## config.mk

```make
export PLATFORM = sky130hd
export DESIGN_NAME = gsbt_still_ctl
export DESIGN_NICKNAME = d
export VERILOG_FILES = /design/src/rtl/gsbt_pkg.sv /design/src/rtl/gsbt_still_ctl.sv
export SDC_FILE = /design/constraint.sdc
export NUM_CORES = 1
export LEC_CHECK = 0
export BUFFER_PORTS_ARGS = -buffer_cell sky130_fd_sc_hd__buf_2
export CAP_MARGIN = 20
export CORE_ASPECT_RATIO = 0.75
export CORE_MARGIN = 4
export CORE_UTILIZATION = 48
export DETAILED_ROUTE_END_ITERATION = 10
export PLACE_DENSITY = 0.69
export SETUP_SLACK_MARGIN = 0.05
export SYNTH_ARGS = -nofsm -noshare
export SYNTH_HDL_FRONTEND = slang
export SYNTH_SLANG_ARGS = --single-unit
export TNS_END_PERCENT = 5
```

## constraint.sdc

```tcl
create_clock -name clk -period 5.8 [get_ports clk]
set_input_delay 0.29 -clock clk [delete_from_list [all_inputs] [get_ports clk]]
set_output_delay 0.29 -clock clk [all_outputs]
set_load 0.02 [all_outputs]
```

## src/rtl/gsbt_pkg.sv

```systemverilog
// ----------------------------------------------------------------------------
// gsbt_pkg: shared types and constants for the gyro still bias tracker
// Register indexes, register reset values and the control structs
// passed between the tracker modules.
// ----------------------------------------------------------------------------
`default_nettype none

package gsbt_pkg;

  // Configuration port widths
  localparam int CFG_IDX_W  = 2;
  localparam int CFG_DATA_W = 16;

  // Register field widths
  localparam int THRESH_W = 15;
  localparam int COUNT_W  = 16;
  localparam int ALPHA_W  = 16;

  // Fraction bits of the bias estimate
  localparam int FRAC_W = 16;

  // Register indexes
  typedef enum logic [CFG_IDX_W-1:0] {
    REG_MOTION_THRESHOLD = 2'd0,
    REG_STILL_SAMPLES    = 2'd1,
    REG_SMOOTHING_ALPHA  = 2'd2
  } cfg_reg_t;

  // Register reset values
  localparam logic [THRESH_W-1:0] THRESH_RST = 15'd128;
  localparam logic [COUNT_W-1:0]  COUNT_RST  = 16'd2000;
  localparam logic [ALPHA_W-1:0]  ALPHA_RST  = 16'd65528;

  // Current register contents
  typedef struct packed {
    logic [THRESH_W-1:0] motion_threshold;
    logic [COUNT_W-1:0]  still_samples;
    logic [ALPHA_W-1:0]  smoothing_alpha;
  } cfg_t;

  // Per-sample decision of the stillness logic
  typedef struct packed {
    logic moving;
    logic track;
  } still_ctl_t;

endpackage

`default_nettype wire

```

## src/rtl/gsbt_still_ctl.sv

```systemverilog
// ----------------------------------------------------------------------------
// gsbt_still_ctl: motion detection and stillness counter
// Flags a sample as moving when any axis leaves the threshold band, counts
// consecutive still samples and decides when the bias follows the sample.
// ----------------------------------------------------------------------------
`default_nettype none

module gsbt_still_ctl import gsbt_pkg::*; #(
  parameter int SAMPLE_WIDTH = 16
) (
  input  wire logic                           clk,
  input  wire logic                           rst_n,
  input  wire logic                           update_i,
  input  wire logic signed [SAMPLE_WIDTH-1:0] rate_x_i,
  input  wire logic signed [SAMPLE_WIDTH-1:0] rate_y_i,
  input  wire logic signed [SAMPLE_WIDTH-1:0] rate_z_i,
  input  wire logic        [THRESH_W-1:0]     thresh_i,
  input  wire logic        [COUNT_W-1:0]      still_samples_i,
  output still_ctl_t                          ctl_o
);

  // Compare width covers both the sample and the negated threshold
  localparam int CW = ((SAMPLE_WIDTH > THRESH_W) ? SAMPLE_WIDTH : THRESH_W) + 2;

  logic signed [CW-1:0] thr_pos;
  logic signed [CW-1:0] thr_neg;
  logic signed [CW-1:0] rx;
  logic signed [CW-1:0] ry;
  logic signed [CW-1:0] rz;
  logic                 moving;
  logic                 reached;
  logic [COUNT_W-1:0]   cnt_r;
  logic [COUNT_W-1:0]   cnt_nxt;

  // Check each axis against the threshold band
  always_comb begin
    thr_pos = $signed({{(CW-THRESH_W){1'b0}}, thresh_i});
    thr_neg = -thr_pos;
    rx      = {{(CW-SAMPLE_WIDTH){rate_x_i[SAMPLE_WIDTH-1]}}, rate_x_i};
    ry      = {{(CW-SAMPLE_WIDTH){rate_y_i[SAMPLE_WIDTH-1]}}, rate_y_i};
    rz      = {{(CW-SAMPLE_WIDTH){rate_z_i[SAMPLE_WIDTH-1]}}, rate_z_i};
    moving  = (rx > thr_pos) || (rx < thr_neg) ||
              (ry > thr_pos) || (ry < thr_neg) ||
              (rz > thr_pos) || (rz < thr_neg);
  end

  assign reached      = (cnt_r >= still_samples_i);
  assign ctl_o.moving = moving;
  assign ctl_o.track  = !moving && reached;

  // Clear on motion, hold once reached, else advance
  always_comb begin
    cnt_nxt = cnt_r;
    if (update_i) begin
      if (moving) begin
        cnt_nxt = '0;
      end else if (!reached) begin
        cnt_nxt = cnt_r + COUNT_W'(1);
      end
    end
  end

  always_ff @(posedge clk) begin
    if (!rst_n) begin
      cnt_r <= '0;
    end else begin
      cnt_r <= cnt_nxt;
    end
  end

  a_motion_clears: assert property (@(posedge clk) disable iff (!rst_n)
    (update_i && moving) |=> (cnt_r == '0))
    else $error("still counter not cleared after motion");

  a_track_holds: assert property (@(posedge clk) disable iff (!rst_n)
    (update_i && ctl_o.track) |=> $stable(cnt_r))
    else $error("still counter moved while tracking");

endmodule

`default_nettype wire

```

Word-level counts from Yosys, hierarchy flattened
Index checks and enable logic that the tools add are counted.
{"block": "totals", "register_bits": 16, "inputBits": 82}
{"block": "classes", "add_sub_neg": 2, "n_lt_le_gt_ge": 7, "eq_ne": 1, "muxes": 2, "reduce_logical": 8}
{"operator": "$lt 16x18->1", "count": 3}
{"operator": "$gt 16x16->1", "count": 3}
{"operator": "$mux 16", "count": 2}
{"operator": "$neg 15->18", "count": 1}
{"operator": "$add 16x1->16 const B", "count": 1}
{"operator": "$ge 16x16->1", "count": 1}
{"operator": "$logic_or 1x1->1", "count": 5}
{"operator": "$ne 2x2->1 const B", "count": 1}
{"operator": "$reduce_and 2->1", "count": 1}
{"operator": "$logic_and 1x1->1", "count": 1}
{"operator": "$logic_not 1->1", "count": 1}

Logic depth before layout (Yosys ltp)
{"block": "depth", "ltp_word": 9, "depth_mapped": 16}

Worst setup path before layout
OpenSTA, ideal clock, no wires.
{"block": "synth_path", "kind": "input-to-reg", "startpoint": "in thresh_i[1]", "endpoint": "reg cnt_r[10]", "arrival_time_ns": 3.651, "slack_ns": 2.075, "cell_stages": 16, "n_path_buf": 0, "path_cell_list": "inv_1 -> ha_1 -> nor3b_1 -> nand2_1 -> or4_1 -> xnor2_1 -> ha_1 -> and3_1 -> nand3_1 -> o21ai_0 -> nor3_1 -> a2111oi_0 -> and4b_1 -> inv_2 -> or4_1 -> a31oi_1"}
{"block": "synth_via", "elab_chain_len": 9, "word_cells_on_any_way": 15, "classes_between": "add/sub: 1; order compare: 6; eq/ne: 1; mux: 1; reduce/logical: 6"}
{"element": "from (decl)", "line_no": "gsbt_still_ctl.sv:17", "rtl": "input wire logic [THRESH_W-1:0] thresh_i,"}
{"element": "$neg 15->18", "line_no": "gsbt_still_ctl.sv:38", "rtl": "thr_neg = -thr_pos;"}
{"element": "$lt 16x18->1", "line_no": "gsbt_still_ctl.sv:42", "rtl": "moving = (rx > thr_pos) || (rx < thr_neg) ||"}
{"element": "$logic_or 1x1->1 (2 in a row)", "line_no": "gsbt_still_ctl.sv:42"}
{"element": "$logic_or 1x1->1 (2 in a row)", "line_no": "gsbt_still_ctl.sv:43", "rtl": "(ry > thr_pos) || (ry < thr_neg) ||"}
{"element": "$logic_or 1x1->1 (*)", "line_no": "gsbt_still_ctl.sv:44", "rtl": "(rz > thr_pos) || (rz < thr_neg);"}
{"element": "via moving", "line_no": "gsbt_still_ctl.sv:30", "rtl": "logic moving;"}
{"element": "$ne 2x2->1 (no source line)"}
{"element": "$reduce_and 2->1 (no source line)"}
{"element": "to (signal assigned)", "line_no": "gsbt_still_ctl.sv:67", "rtl": "cnt_r <= cnt_nxt;"}
{"element": "to (decl)", "line_no": "gsbt_still_ctl.sv:32", "rtl": "logic [COUNT_W-1:0] cnt_r;"}
Mark *: on every way through the listed nets, which the timed path passes. The rest lies on a longest branch.
A chain may end at the register's enable or synchronous reset.

==> results.ini <==
[sta]
setup_viol=0
max_freq_mhz=220
rsz0062_at_grt=false
finalHoldWorstSlack_ns=0.362
hold_viol=0
drv_slew=0
period_minus_slack_ns=4.55
fin_skew_ns=0.00462
worst_slew_pin_slew_ns=0.700
fin_tns_setup_ns=0
final.period_utilization=0.784
relSlewSlack=0.521

[critical_path]
cp_max_fo=21
critPathSlowestCell=or4_1
criticalPathCategory=in -> out
crit_arrival_ns=4.26
crit_path_max_incr_delay_ns=0.46
setup.worst_path.end_class=output pin
crit_chain=buf_2, inv_1, ha_1, nor3b_1, nand2_1, or4_1, xnor2_1, ha_1, and3_1, nand3_1, o21ai_0, nor3_1, a2111oi_0, and4b_1, buf_4, inv_2, nor2_1, buf_2
critical_path_required_ns=5.51
crit_buf_inv=5
critPathTopFamily=simple AND/OR/NAND/NOR gates
critPathLaunchType=input port

[floorplan]
ios=84
die_w_um=110
rows=27
start_util=0.503
coreArea_mm2=0.00750
die-area_mm2=0.00936
die_h_um=84.8

[route]
firstDrtPassIters=5
drt_iter0_drc=174
vias_per_cell=6.07
dr_total_vias=4076
routedWlPerCell_um=16.3
antenna_left=0
drc=0
wl_um=11000

[cts]
cts.sinks=16
root_buffer=clkbuf_8
post_cts_buffers=0
cts_tree=built
clockBufferDepth=2
h-tree-depth=1
cts_resized=0
insertion_delay_ns=0.26
cts-buffers-inserted=3
postCtsHoldBufs=0
clkTransAtPathRegs_ns=0.07

[logic_synthesis]
synth_ff_type=dfxtp_1
synthCells=492
yosysSeqAreaShare=0.0849
synth_seq_cells=16
synth_edf_count=0
netlist-cell-type-count=59
syn_area_mm2=0.00377
synthArstFlopShare=0
synth_warnings=0
synth_nets=682
syn_avg_cell_area_um2=7.67

[global_routing]
antenna_found_initial=0
grtUsageTotal=0.233
grt-ovfl-total=0
grt_max_degree=26
grt_pass1_wl_um=17800
grt_pass1_vias=3843

[finish]
final_nets=762
multi_input_area_mm2=0.00323
final_cells=672
largest_reg_flops=16
syn_to_final_growth_pct=15.1
post_route_cells_drive_above_1_share=0.168
final_cell_area_mm2=0.00434
register_area_um2=320
regMostFlops=cnt_r
nFillCells=731
final_core_util=0.579
diodes=0
reg.largest.list=cnt_r (16)

[placed_design]
gp_congestion=0.922
placedCellCount=668
placed_area_mm2=0.00429
hpwl_um=9350
portBuffers=83

[run_status]
status=completed

[power]
powerDensity_mw_per_mm2=101
irDropWorstVdd_uv=50.0
leakage_nw=2.15

[job]
cap_violations=0

[hold_path]
hold_path_class=in -> reg

-- cell families after synthesis --
group                      Yosys count  synth area share
buffers and inverters               58            0.0590
xor gates and xnor gates            11            0.0275
DFF                                 16            0.0849
AOI/OAI and AO/OA                  128             0.225
adders and majority gates          108             0.358
muxes                                1           0.00265
and+or+nand+nor                    170             0.243
-- synth_stat cells (all sizes together), types with 3 or more instances --
master,count,area (um2)
inv,48,180
a21o,13,97.6
o31ai,3,22.5
nor2b,5,31.3
and4,7,61.3
a221oi,5,43.8
a211oi,6,45.0
a31oi,10,62.6
or4,3,22.5
o21a,4,30.0
xnor2,10,95.1
o2111ai,4,35.0
nand3,22,110
o211ai,6,45.0
clkbuf,8,30.0
o21ai,24,120
nor3b,3,22.5
nor2,23,86.3
nand2b,4,25.0
ha,108,1350
or3,3,18.8
nor3,12,65.1
a2111oi,4,35.0
dfxtp,16,320
nand4,15,93.8
nand2,46,173
and2,3,18.8
and3,6,37.5
a21oi,31,155
nor4,11,90.1
-- metrics by stage --
step,setup slack [ns],power [mW]
floorplan,2.08,0.247
global placement,1.42,0.321
detailed placement,1.22,0.329
CTS,1.35,0.435
global route,0.756,0.476
finish,1.25,0.436
-- worst paths after layout --
check,from,end,slack (ns),cells after the start
worst max-delay path,thresh_i[1],ctl_o[0],1.25,18
worst min-delay path,rst_n,cnt_r[15]$_SDFFE_PN0P_,0.36,3
worst max register to register,cnt_r[9]$_SDFFE_PN0P_,cnt_r[15]$_SDFFE_PN0P_,2.94,10
worst min register to register,cnt_r[15]$_SDFFE_PN0P_,cnt_r[15]$_SDFFE_PN0P_,0.50,2
-- cell usage in the layout, fill, tap and decap left out, drive strengths merged, types with 3 or more instances in the layout --
cell type	n
a2111oi	4
a211oi	6
a21o	13
a21oi	31
a221oi	5
a31oi	10
and2	3
and3	6
and4	7
buf	85
clkbuf	4
dfxtp	16
ha	108
inv	48
nand2	46
nand2b	4
nand3	22
nand4	15
nor2	23
nor2b	5
nor3	12
nor3b	3
nor4	11
o2111ai	4
o211ai	6
o21a	4
o21ai	24
o31ai	3
or3	3
or4	3
xnor2	10
-- layout make-up --
type	count	area share
Multi-Input combinational cell	418	0.744
Timing Repair Buffer	85	0.0991
Sequential cell	16	0.0738
Inverter	48	0.0415
Tap cell	101	0.0291
Clock buffer	4	0.0127
-- worst min-delay path, delay by kind of cell --
family | cells | cell delay (ns)
buffers and inverters | 1 | 0.15
and+or+nand+nor | 2 | 0.14
-- metal layers --
layer,global-route usage,share of wire
met1,0.320,0.46
met2,0.393,0.46
met3,0.0184,0.061
met4,0.0548,0.017
met5,0,0
-- power breakdown --
| group | total [mW] | switching [mW] | leakage, nW | internal [mW] |
|---|---|---|---|---|
| clock | 0.105 | 0.0448 | 0.0288 | 0.0604 |
| combinational | 0.221 | 0.127 | 2.00 | 0.0942 |
| sequential | 0.110 | 0.000258 | 0.129 | 0.110 |
No activity file was read; power rests on OpenSTA's default activity.
