**config.mk**
```make
export PLATFORM = sky130hd
export DESIGN_NAME = gsbt_axis
export DESIGN_NICKNAME = d
export VERILOG_FILES = /design/src/rtl/gsbt_pkg.sv /design/src/rtl/gsbt_axis.sv
export SDC_FILE = /design/constraint.sdc
export NUM_CORES = 1
export LEC_CHECK = 0
export ABC_CLOCK_PERIOD_IN_PS = 22400
export BUFFER_PORTS_ARGS = -buffer_cell sky130_fd_sc_hd__buf_2
export CAP_MARGIN = 20
export CELL_PAD_IN_SITES_DETAIL_PLACEMENT = 0
export CELL_PAD_IN_SITES_GLOBAL_PLACEMENT = 1
export CORE_MARGIN = 2
export CORE_UTILIZATION = 45
export CTS_CLUSTER_DIAMETER = 200
export DETAILED_ROUTE_END_ITERATION = 10
export PLACE_DENSITY_LB_ADDON = 0.08
export SYNTH_ARGS = -nofsm -noshare
export SYNTH_HDL_FRONTEND = slang
export SYNTH_SLANG_ARGS = --single-unit
```
**constraint.sdc**
```tcl
create_clock -name clk -period 22.4 [get_ports clk]
set_input_delay 4.48 -clock clk [delete_from_list [all_inputs] [get_ports clk]]
set_output_delay 4.48 -clock clk [all_outputs]
set_load 0.05 [all_outputs]
```
**src/rtl/gsbt_pkg.sv**
```systemverilog
// ----------------------------------------------------------------------------
// gsbt_pkg: shared types and constants for the gyro still bias tracker
// Register indexes, register reset values and the control structs
// passed between the tracker modules.
// ----------------------------------------------------------------------------
`default_nettype none

package gsbt_pkg;

  // Configuration port widths
  localparam int CFG_IDX_W  = 2;
  localparam int CFG_DATA_W = 16;

  // Register field widths
  localparam int THRESH_W = 15;
  localparam int COUNT_W  = 16;
  localparam int ALPHA_W  = 16;

  // Fraction bits of the bias estimate
  localparam int FRAC_W = 16;

  // Register indexes
  typedef enum logic [CFG_IDX_W-1:0] {
    REG_MOTION_THRESHOLD = 2'd0,
    REG_STILL_SAMPLES    = 2'd1,
    REG_SMOOTHING_ALPHA  = 2'd2
  } cfg_reg_t;

  // Register reset values
  localparam logic [THRESH_W-1:0] THRESH_RST = 15'd128;
  localparam logic [COUNT_W-1:0]  COUNT_RST  = 16'd2000;
  localparam logic [ALPHA_W-1:0]  ALPHA_RST  = 16'd65528;

  // Current register contents
  typedef struct packed {
    logic [THRESH_W-1:0] motion_threshold;
    logic [COUNT_W-1:0]  still_samples;
    logic [ALPHA_W-1:0]  smoothing_alpha;
  } cfg_t;

  // Per-sample decision of the stillness logic
  typedef struct packed {
    logic moving;
    logic track;
  } still_ctl_t;

endpackage

`default_nettype wire

```
**src/rtl/gsbt_axis.sv**
```systemverilog
// ----------------------------------------------------------------------------
// gsbt_axis: bias estimate and correction for one axis
// Folds a tracked sample into the exponential average and subtracts the
// integer part of the bias (new if tracking) from the sample, saturating.
// ----------------------------------------------------------------------------
`default_nettype none

module gsbt_axis import gsbt_pkg::*; #(
  parameter int SAMPLE_WIDTH = 16
) (
  input  wire logic                           clk,
  input  wire logic                           rst_n,
  input  wire logic                           track_i,
  input  wire logic                           update_i,
  input  wire logic        [ALPHA_W-1:0]      alpha_i,
  input  wire logic signed [SAMPLE_WIDTH-1:0] rate_i,
  output logic signed      [SAMPLE_WIDTH-1:0] fixed_o
);

  localparam int BW = SAMPLE_WIDTH + FRAC_W;   // bias width
  localparam int DW = BW + 1;                  // bias minus sample
  localparam int PW = DW + ALPHA_W + 1;        // weighted difference
  localparam int OW = SAMPLE_WIDTH + 1;        // raw correction

  localparam logic signed [OW-1:0] SAT_HI = OW'((1 << (SAMPLE_WIDTH - 1)) - 1);
  localparam logic signed [OW-1:0] SAT_LO = -SAT_HI - OW'(1);

  logic signed [BW-1:0] bias_r;
  logic signed [BW-1:0] bias_nxt;
  logic signed [BW-1:0] bias_use;
  logic signed [DW-1:0] samp_q;
  logic signed [DW-1:0] diff;
  logic signed [PW-1:0] prod;
  logic signed [PW-1:0] upd;
  logic signed [OW-1:0] corr;

  // new = sample + floor(alpha * (old - sample) / 2^16)
  always_comb begin
    samp_q = {rate_i[SAMPLE_WIDTH-1], rate_i, {FRAC_W{1'b0}}};
    diff   = {bias_r[BW-1], bias_r} - samp_q;
    prod   = PW'(diff) * PW'($signed({1'b0, alpha_i}));
    upd    = (prod >>> FRAC_W) + PW'(samp_q);
    bias_nxt = upd[BW-1:0];
    bias_use = track_i ? bias_nxt : bias_r;
  end

  // Subtract the integer bias and clamp to the sample range
  always_comb begin
    corr = {rate_i[SAMPLE_WIDTH-1], rate_i} -
           {bias_use[BW-1], bias_use[BW-1:FRAC_W]};
    if (corr > SAT_HI) begin
      fixed_o = SAT_HI[SAMPLE_WIDTH-1:0];
    end else if (corr < SAT_LO) begin
      fixed_o = SAT_LO[SAMPLE_WIDTH-1:0];
    end else begin
      fixed_o = corr[SAMPLE_WIDTH-1:0];
    end
  end

  // Hold the estimate; load it when a tracked sample leaves the stage
  always_ff @(posedge clk) begin
    if (!rst_n) begin
      bias_r <= '0;
    end else if (update_i && track_i) begin
      bias_r <= bias_nxt;
    end
  end

endmodule

`default_nettype wire

```
# Word level (Yosys, flattened, before mapping)
# Cells that the tools add are included.
dict set report word_totals {
  inputBits 36
  regBits 32
  elab_cells 11
}
dict set report classes {
  mux 3
  magnitude_cmp 2
  n_mul 1
  n_addsub 3
  reduce_logical 1
}
# cell n
set op_table {}
lappend op_table {{multiplier 33 x 17 -> 48 bit} 1}
lappend op_table {{subtractor 32 x 32 -> 33 bit} 1}
lappend op_table {{adder 32 bit} 1}
lappend op_table {{2-to-1 mux 16 bit} 2}
lappend op_table {{2-to-1 mux 32 bit} 1}
lappend op_table {{> comparator 17 x 16 -> 1 bit (second input constant)} 1}
lappend op_table {{less-than comparator 17 x 16 -> 1 bit (second input constant)} 1}
lappend op_table {{subtractor 16 x 16 -> 17 bit} 1}
lappend op_table {{logical AND 1 bit} 1}

# Depth between registers and ports, before layout
# Gate-level depths: netlist of run 1.
dict set report depth {
  depth_word 8
  depth_mapped 53
}

# Worst setup path after synthesis of run 1
# Ideal clock, no wire load.
dict set report synth_path {
  kind {input -> output}
  from {input port rate_i[1]}
  to {output port fixed_o[10]}
  arrival_ns 15.787
  path_buffers 2
  setup_slack_ns 2.133
  path_stages 51
  t_required_ns 17.920
  path_cell_list {inv_1 ha_1 nor2b_1 o21ai_1 a21boi_0 o21ai_1 a21oi_1 a21o_1 a21o_1 a21oi_1 xnor2_1 clkbuf_1 nand2_1 fa_1 fa_1 fa_1 fa_1 fa_1 [... 15 more ...] o21ai_0 a21boi_1 nor4_1 o311ai_1 a21o_1 a21o_1 xor2_1 mux2i_1 ha_1 a21o_1 nand2_1 nand2b_1 a41o_1 a21oi_1 xnor2_1 nor2_1 buf_2 o21ai_0}
}
dict set report synth_via {
  elab_chain_len 8
  elab_cells_between_ends 9
  classes_between {3 x add/sub; 1 x mul; 2 x order compare; 3 x mux}
}
# element line_no
set synth_rtl {}
lappend synth_rtl {{start, declared} gsbt_axis.sv:16} ;# input wire logic signed [SAMPLE_WIDTH-1:0] rate_i,
lappend synth_rtl {{subtractor 32 x 32 -> 33 bit} gsbt_axis.sv:40} ;# diff = {bias_r[BW-1], bias_r} - samp_q;
lappend synth_rtl {{multiplier 33 x 17 -> 48 bit} gsbt_axis.sv:41} ;# prod = PW'(diff) * PW'($signed({1'b0, alpha_i}));
lappend synth_rtl {{adder 32 bit} gsbt_axis.sv:42} ;# upd = (prod >>> FRAC_W) + PW'(samp_q);
lappend synth_rtl {{2-to-1 mux 32 bit} gsbt_axis.sv:44} ;# bias_use = track_i ? bias_nxt : bias_r;
lappend synth_rtl {{subtractor 16 x 16 -> 17 bit *} gsbt_axis.sv:49} ;# corr = {rate_i[SAMPLE_WIDTH-1], rate_i} -
lappend synth_rtl {{less-than comparator 17 x 16 -> 1 bit} gsbt_axis.sv:53} ;# end else if (corr < SAT_LO) begin
lappend synth_rtl {{2-to-1 mux 16 bit} gsbt_axis.sv:53}
lappend synth_rtl {{2-to-1 mux 16 bit *} gsbt_axis.sv:51} ;# if (corr > SAT_HI) begin
lappend synth_rtl {{end, declared} gsbt_axis.sv:17} ;# output logic signed [SAMPLE_WIDTH-1:0] fixed_o
# Every way passes the cells marked *; elsewhere a longest branch is shown, timed or not.

# Worst setup path after layout of run 1
dict set report layout_path {
  from {input port rate_i[1]}
  to {output port fixed_o[12]}
}
# The elaborated chain is that of the path after synthesis.

==> impl_metrics.tcl, run 1 <==
set metrics [dict create \
    status "finished, final reports clean" \
    start_util_pct 45.7 \
    ff2ff_path_depth 40 \
    grt_overflow 0 \
    placed_cell_area_sq_mm 0.0217 \
    postCtsHoldBufs 0 \
    drt_iter0_markers 721 \
    tritoncts "built" \
    grt_max_degree 37 \
    critPathMaxStageDelay_ns 0.59 \
    cts_root_buf "clkbuf_16" \
    hold_slack_ns 0.472 \
    worst_ep_arrival_time_ns 16.88 \
    yosysSeqAreaShare_pct 3.07 \
    setup.worst_path.end "fixed_o[12]" \
    slew_headroom_pct 26.8 \
    fillers 4491 \
    io_buffers 51 \
    vias 15200 \
    rows 78 \
    largestRegisters "bias_r: 32 flops" \
    hpwl_microns 45400 \
    r2r_end "bias_r[31]" \
    crit_required_ns 17.92 \
    fin_ws_ns 1.04 \
    finalHoldViolations 0 \
    die_width_microns 219 \
    cts_resized 0 \
    setup-tns-final_ns 0 \
    place.gp.congestion 0.823 \
    synth_top_area_cell "fa_1" \
    drt_wl_total_microns 59700 \
    startpoint "rate_i[1]" \
    fin_nets 3075 \
    clkLatencyLatePin_ns 0.31 \
    critPathCaptureType "output port" \
    grt_setup_unrepaired "false" \
    setup_viol 0 \
    r2r_slack_ns 11.79 \
    grt_pass1_wl_microns 96800 \
    ys.flop_type "dfxtp_1" \
    regMostFlops "bias_r" \
    cpMostUsedCell "fa_1" \
    drt_pre_antenna_iters 5 \
    timing_worst_setup_path_type "primary input to output port" \
    cts_sinks 32 \
    cap_violations 0 \
    ant_nets 0 \
    rr_startpoint "bias_r[17]" \
    postCtsSetupBuffers 0 \
    fin_crit_ns 21.36 \
    die_h_microns 219 \
    worstMarginPinSlew_ns 1.10 \
    grt_pass1_vias 17200 \
    clockBufferDepth 2 \
    synth.avg_cell_area_sq_um 8.70 \
    synth_area_leaders "fa_1 47%, inv_1 11%, ha_1 9.7%" \
    ys_warn_count 0 \
    avgRoutedWirePerCell_microns 20.0 \
    diodes 0 \
    fmax_mhz 46.8 \
    synth.ff_latch_count 32 \
    clk_pin_slew_ns 0.07 \
    drive_above_1_share_pct 4.36 \
    syn_area_sq_mm 0.0208 \
    slowest_stage "or4b_2" \
    core_sq_mm 0.0456 \
    areaGrowthSynthToFinish_pct 4.80 \
    hold_class "flop to flop" \
    synth_edf_count 0 \
    crit_path_start_kind "primary input" \
    finalCritPeriodShare_pct 95.4 \
    dp_slack_ns 1.03 \
    cp_max_fo 16 \
    clock_skew_ns 0.0116 \
    synth.distinct_cells 65 \
    synth_top_area_share_pct 47.3 \
    ios 52 \
    antenna_found_initial 1 \
    drv_slew 0 \
    largest_reg_flops 32 \
    via_per_inst 5.09 \
    drc 0 \
    grtUsageTotal_pct 26.8 \
    dieArea_sq_mm 0.0480 \
    holdPathStages 2 \
    design_area_sq_mm 0.0218 \
    cts_buffers 5 \
    async_reset_ff_share_pct 0 \
    syn_inst 2394 \
    synth_fp_nets 3084 \
    cts.htree.levels 2 \
]
[worst max-delay path: cells and delay by family]
kind | cells | cell delay [ns]
and+or+nand+nor | 11 | 2.80
muxes | 1 | 0.11
buffers and inverters | 7 | 0.94
AOI/OAI and AO/OA | 16 | 3.39
xor gates and xnor gates | 3 | 0.78
adders and majority gates | 10 | 4.38
[synthesized netlist by cell type, drive strengths merged, types with 7 or more instances]
master / count
inv: 599
fa: 492
nand2: 350
and2: 215
ha: 162
clkbuf: 90
a21oi: 56
o21ai: 49
xnor2: 48
nor2: 38
dfxtp: 32
nand2b: 28
xor2: 28
a21o: 26
nor2b: 26
mux2i: 20
nand3: 15
nor3: 15
a21boi: 13
and3: 11
o21a: 10
a31oi: 7
or3: 7
[how the worst min path moves through the flow]
stage / endpoint / from
final: bias_r[16] / bias_r[16]
after global placement: bias_r[16] / bias_r[16]
after floorplan: bias_r[16] / bias_r[16]
after CTS: bias_r[16] / bias_r[16]
after detailed placement: bias_r[16] / bias_r[16]
after global routing: bias_r[28] / bias_r[28]
[cell usage in the layout (no fill, tap or decap), types with 15 or more instances in the layout]
cell type,count
nor3_1,15
nor2_1,38
nand2_1,349
inv_1,599
a21oi_1,54
buf_4,26
buf_2,51
nand2b_1,28
fa_1,492
xor2_1,28
mux2i_1,20
xnor2_1,48
dfxtp_1,32
ha_1,162
o21ai_0,40
nand3_1,15
a21o_1,26
nor2b_1,26
and2_1,214
[kinds of logic after synthesis]
logic type | count (synthesis) | synth area share, %
buffers and inverters | 692 | 12.6
DFF | 32 | 3.07
xor gates and xnor gates | 77 | 3.30
and+or+nand+nor | 719 | 16.8
muxes | 21 | 1.01
adders and majority gates | 655 | 57.0
AOI/OAI and AO/OA | 198 | 6.17
[layout make-up]
cell class | count | area, sq um | share of cell area [%]
Timing Repair Buffer | 77 | 450 | 2.06
Multi-Input combinational cell | 1670 | 17600 | 80.5
Tap cell | 600 | 751 | 3.44
Sequential cell | 32 | 641 | 2.93
Inverter | 599 | 2250 | 10.3
Clock buffer | 5 | 125 | 0.573
Clock inverter | 3 | 42.5 | 0.195
[routing by layer]
metal / GRT usage (%) / up-vias / part of all wire [%]
met5: 0 / - / 0.022
met4: 5.88 / 2 / 2.4
met3: 2.86 / 72 / 4.2
met2: 48.3 / 305 / 51
met1: 34.8 / 7814 / 43
li1: - / 6995 / -
[stage by stage]
step / util [%] / instances
final: 47.9 / 2986
after global routing: 47.9 / 2986
after floorplan: - / 2394
after global placement: 47.5 / 2978
after detailed placement: 47.5 / 2978
after CTS: 47.9 / 2986
Power of run 1 is not shown: default switching activity piles up to over one toggle a cycle in this logic, so the estimate is an artifact.
==> run 2: changes to the inputs <==
--- a/config.mk
+++ b/config.mk
@@ -11,7 +11,7 @@
 export CELL_PAD_IN_SITES_DETAIL_PLACEMENT = 0
 export CELL_PAD_IN_SITES_GLOBAL_PLACEMENT = 1
 export CORE_MARGIN = 2
-export CORE_UTILIZATION = 45
+export CORE_UTILIZATION = 37
 export CTS_CLUSTER_DIAMETER = 200
 export DETAILED_ROUTE_END_ITERATION = 10
 export PLACE_DENSITY_LB_ADDON = 0.08
==> impl_metrics.tcl, run 2 (synthesis gave the netlist of run 1 again) <==
set metrics [dict create \
    areaGrowthSynthToFinish_pct 5.53 \
    die_h_microns 241 \
    place.gp.congestion 0.825 \
    dp_slack_ns 0.774 \
    start_util_pct 37.6 \
    antenna_found_initial 0 \
    timing_worst_setup_path_type "primary input to output port" \
    die_width_microns 241 \
    drive_above_1_share_pct 4.24 \
    grt_pass1_vias 16800 \
    grtUsageTotal_pct 22.3 \
    worst_ep_arrival_time_ns 17.11 \
    crit_required_ns 17.92 \
    clockBufferDepth 2 \
    grt_overflow 0 \
    rr_startpoint "bias_r[17]" \
    hold_class "flop to flop" \
    cts_sinks 32 \
    drv_slew 0 \
    fin_nets 3073 \
    cp_max_fo 16 \
    postCtsSetupBuffers 0 \
    hpwl_microns 47100 \
    tritoncts "built" \
    drt_iter0_markers 602 \
    cpMostUsedCell "fa_1" \
    ff2ff_path_depth 40 \
    core_sq_mm 0.0554 \
    finalCritPeriodShare_pct 96.4 \
    crit_path_start_kind "primary input" \
    slew_headroom_pct 25.0 \
    drc 0 \
    design_area_sq_mm 0.0220 \
    status "finished, final reports clean" \
    r2r_slack_ns 11.70 \
    slowest_stage "o41ai_1" \
    drt_pre_antenna_iters 5 \
    ant_nets 0 \
    largest_reg_flops 32 \
    cap_violations 0 \
    avgRoutedWirePerCell_microns 19.3 \
    diodes 0 \
    rows 86 \
    largestRegisters "bias_r: 32 flops" \
    io_buffers 51 \
    layout_common_cells "599 x inv_1, 492 x fa_1, 349 x nand2_1" \
    grt_setup_unrepaired "false" \
    fin_crit_ns 21.59 \
    finalHoldViolations 0 \
    clk_pin_slew_ns 0.06 \
    cts_root_buf "clkbuf_16" \
    dieArea_sq_mm 0.0582 \
    cts_resized 0 \
    via_per_inst 4.80 \
    hp-start "bias_r[16]" \
    clock_skew_ns 0.00780 \
    final_common_cell "inv_1" \
    placed_cell_area_sq_mm 0.0218 \
    vias 15000 \
    ios 52 \
    clkLatencyLatePin_ns 0.30 \
    fmax_mhz 46.3 \
    postCtsHoldBufs 0 \
    cts.htree.levels 2 \
    setup_viol 0 \
    setup-tns-final_ns 0 \
    critPathMaxStageDelay_ns 0.68 \
    hold-path-endpoint "bias_r[16]" \
    holdPathStages 2 \
    cts_buffers 5 \
    drt_wl_total_microns 60400 \
    grt_max_degree 37 \
    worstMarginPinSlew_ns 1.12 \
    regMostFlops "bias_r" \
    grt_pass1_wl_microns 97700 \
    r2r_end "bias_r[31]" \
    fin_ws_ns 0.810 \
    critPathCaptureType "output port" \
]
-- run 2: area by class of cell --
| cell class | count | area [sq um] |
|---|---|---|
| Clock buffer | 7 | 143 |
| Clock inverter | 1 | 7.51 |
| Fill cell | 5707 | 33400 |
| Inverter | 599 | 2250 |
| Multi-Input combinational cell | 1670 | 17600 |
| Sequential cell | 32 | 641 |
| Tap cell | 748 | 936 |
| Timing Repair Buffer | 75 | 435 |
-- run 2: worst max-delay path by stage --
stage	slack, ns	startpoint	to
after floorplan	2.13	rate_i[1]	fixed_o[10]
after global placement	0.90	rate_i[1]	fixed_o[7]
after detailed placement	0.77	rate_i[1]	fixed_o[8]
after CTS	0.73	rate_i[1]	fixed_o[8]
after global routing	0.09	rate_i[1]	fixed_o[5]
final	0.81	rate_i[1]	fixed_o[8]
-- run 2: metrics by stage --
stage / instances / utilization, % / hold WS, ns
2_1_floorplan: 2394 / - / 0.443
3_3_place_gp: 3124 / 39.4 / 0.456
3_5_place_dp: 3124 / 39.4 / 0.469
4_1_cts: 3132 / 39.7 / 0.475
5_1_grt: 3132 / 39.7 / 0.512
6_report: 3132 / 39.7 / 0.470
-- run 2: metal layers --
metal / track usage [%] / share of wire [%] / vias to the layer above
li1: - / - / 6993
met1: 29.1 / 44 / 7831
met2: 41.3 / 52 / 183
met3: 1.99 / 2.5 / 37
met4: 2.67 / 1.1 / 0
met5: 0 / 0 / -
-- run 2: critical path, delay by kind of cell --
family | cells | cell delay (ns)
simple gates | 11 | 2.39
compound gates | 16 | 3.71
xor+xnor | 3 | 0.80
buf+inv | 8 | 1.18
fa+ha+maj | 10 | 4.42
mux | 1 | 0.11
Power of run 2 is left out for the same reason.
==> run 3: changes to the inputs <==
--- a/config.mk
+++ b/config.mk
@@ -11,7 +11,7 @@
 export CELL_PAD_IN_SITES_DETAIL_PLACEMENT = 0
 export CELL_PAD_IN_SITES_GLOBAL_PLACEMENT = 1
 export CORE_MARGIN = 2
-export CORE_UTILIZATION = 37
+export CORE_UTILIZATION = 40
 export CTS_CLUSTER_DIAMETER = 200
 export DETAILED_ROUTE_END_ITERATION = 10
 export PLACE_DENSITY_LB_ADDON = 0.08
==> impl_metrics.tcl, run 3 (synthesis gave the netlist of run 1 again) <==
set metrics [dict create \
    grt_pass1_vias 17200 \
    fmax_mhz 47.1 \
    crit_required_ns 17.92 \
    dieArea_sq_mm 0.0539 \
    drc 0 \
    finalHoldViolations 0 \
    fin_crit_ns 21.25 \
    cts_sinks 32 \
    rows 83 \
    via_per_inst 5.01 \
    worst_ep_arrival_time_ns 16.77 \
    grtUsageTotal_pct 23.8 \
    drt_wl_total_microns 59700 \
    antenna_found_initial 1 \
    grt_overflow 0 \
    fin_nets 3075 \
    io_buffers 51 \
    core_sq_mm 0.0514 \
    slowest_stage "or4b_2" \
    drv_slew 0 \
    drive_above_1_share_pct 4.36 \
    clkLatencyLatePin_ns 0.31 \
    slew_headroom_pct 31.1 \
    final_common_cell "inv_1" \
    setup-tns-final_ns 0 \
    fillers 5293 \
    setup_viol 0 \
    place.gp.congestion 0.812 \
    largest_reg_flops 32 \
    ant_nets 0 \
    cts.htree.levels 2 \
    critPathCaptureType "output port" \
    hold_class "flop to flop" \
    dpl.cell_count 3058 \
    grt_setup_unrepaired "false" \
    clock_skew_ns 0.00817 \
    grt_pass1_wl_microns 97500 \
    cpMostUsedCell "fa_1" \
    holdPathStages 2 \
    postCtsSetupBuffers 0 \
    die_width_microns 232 \
    ff2ff_path_depth 40 \
    grt_max_degree 37 \
    start_util_pct 40.5 \
    critPathMaxStageDelay_ns 0.58 \
    ios 52 \
    cap_violations 0 \
    vias 15400 \
    cts_buffers 5 \
    avgRoutedWirePerCell_microns 19.5 \
    seqCellArea_sq_um 641 \
    crit_path_start_kind "primary input" \
    status "finished, final reports clean" \
    clockBufferDepth 2 \
    tritoncts "built" \
    worstMarginPinSlew_ns 1.03 \
    drt_iter0_markers 672 \
    layout_common_cells "599 x inv_1, 492 x fa_1, 349 x nand2_1" \
    timing_worst_setup_path_type "primary input to output port" \
    drt_pre_antenna_iters 5 \
    multi_input_area_sq_mm 0.0176 \
    cts_root_buf "clkbuf_16" \
    hpwl_microns 46400 \
    die_h_microns 232 \
    areaGrowthSynthToFinish_pct 5.28 \
    final_cells 3067 \
    finalCritPeriodShare_pct 94.9 \
    post-route-util_pct 42.7 \
    clk_pin_slew_ns 0.06 \
    regMostFlops "bias_r" \
    largestRegisters "bias_r: 32 flops" \
    cp_max_fo 16 \
]
-- run 3: cell type report --
type	count	area share, %
Timing Repair Buffer	77	2.05
Sequential cell	32	2.92
Inverter	599	10.2
Clock inverter	2	0.160
Clock buffer	6	0.587
Multi-Input combinational cell	1670	80.1
Antenna cell	1	0.0114
Tap cell	680	3.88
-- run 3: metrics by stage --
step | cell area, sq um | hold WS (ns) | setup slack [ns]
6_report | 21900 | 0.465 | 1.15
5_1_grt | 21900 | 0.510 | 0.224
4_1_cts | 21900 | 0.469 | 0.776
3_5_place_dp | 21800 | 0.460 | 0.816
3_3_place_gp | 21800 | 0.456 | 0.990
2_1_floorplan | 20800 | 0.443 | 2.13
-- run 3: path summary, 6_finish.rpt --
kind / from / endpoint / slack (ns)
min: bias_r[16] / bias_r[16] / 0.46
max: rate_i[1] / fixed_o[5] / 1.15
min reg2reg: bias_r[16] / bias_r[16] / 0.46
max reg2reg: bias_r[17] / bias_r[31] / 11.98
-- run 3: worst max-delay path: cells and delay by family --
kind | cells | cell delay, ns
XOR/XNOR | 3 | 0.75
multiplexers | 1 | 0.11
buffers and inverters | 7 | 0.91
AND/OR/NAND/NOR | 11 | 2.77
AO/OA/AOI/OAI | 16 | 3.38
adder cells (fa/ha/maj) | 10 | 4.38
-- run 3: what timing repair did --
| action | CTS | global route |
|---|---|---|
| hold buffers | 0 | 0 |
| gates resized for setup | 0 | 1 |
| setup endpoints to repair | 0 | 5 |
-- run 3: metal layers --
| metal | track usage (%) | wire length, microns | vias to the layer above |
|---|---|---|---|
| li1 | - | - | 6991 |
| met1 | 31.3 | 26100 | 8028 |
| met2 | 43.0 | 30600 | 287 |
| met3 | 2.14 | 2060 | 60 |
| met4 | 3.79 | 854 | 2 |
| met5 | 0 | 13 | - |
Power of run 3 is left out for the same reason.
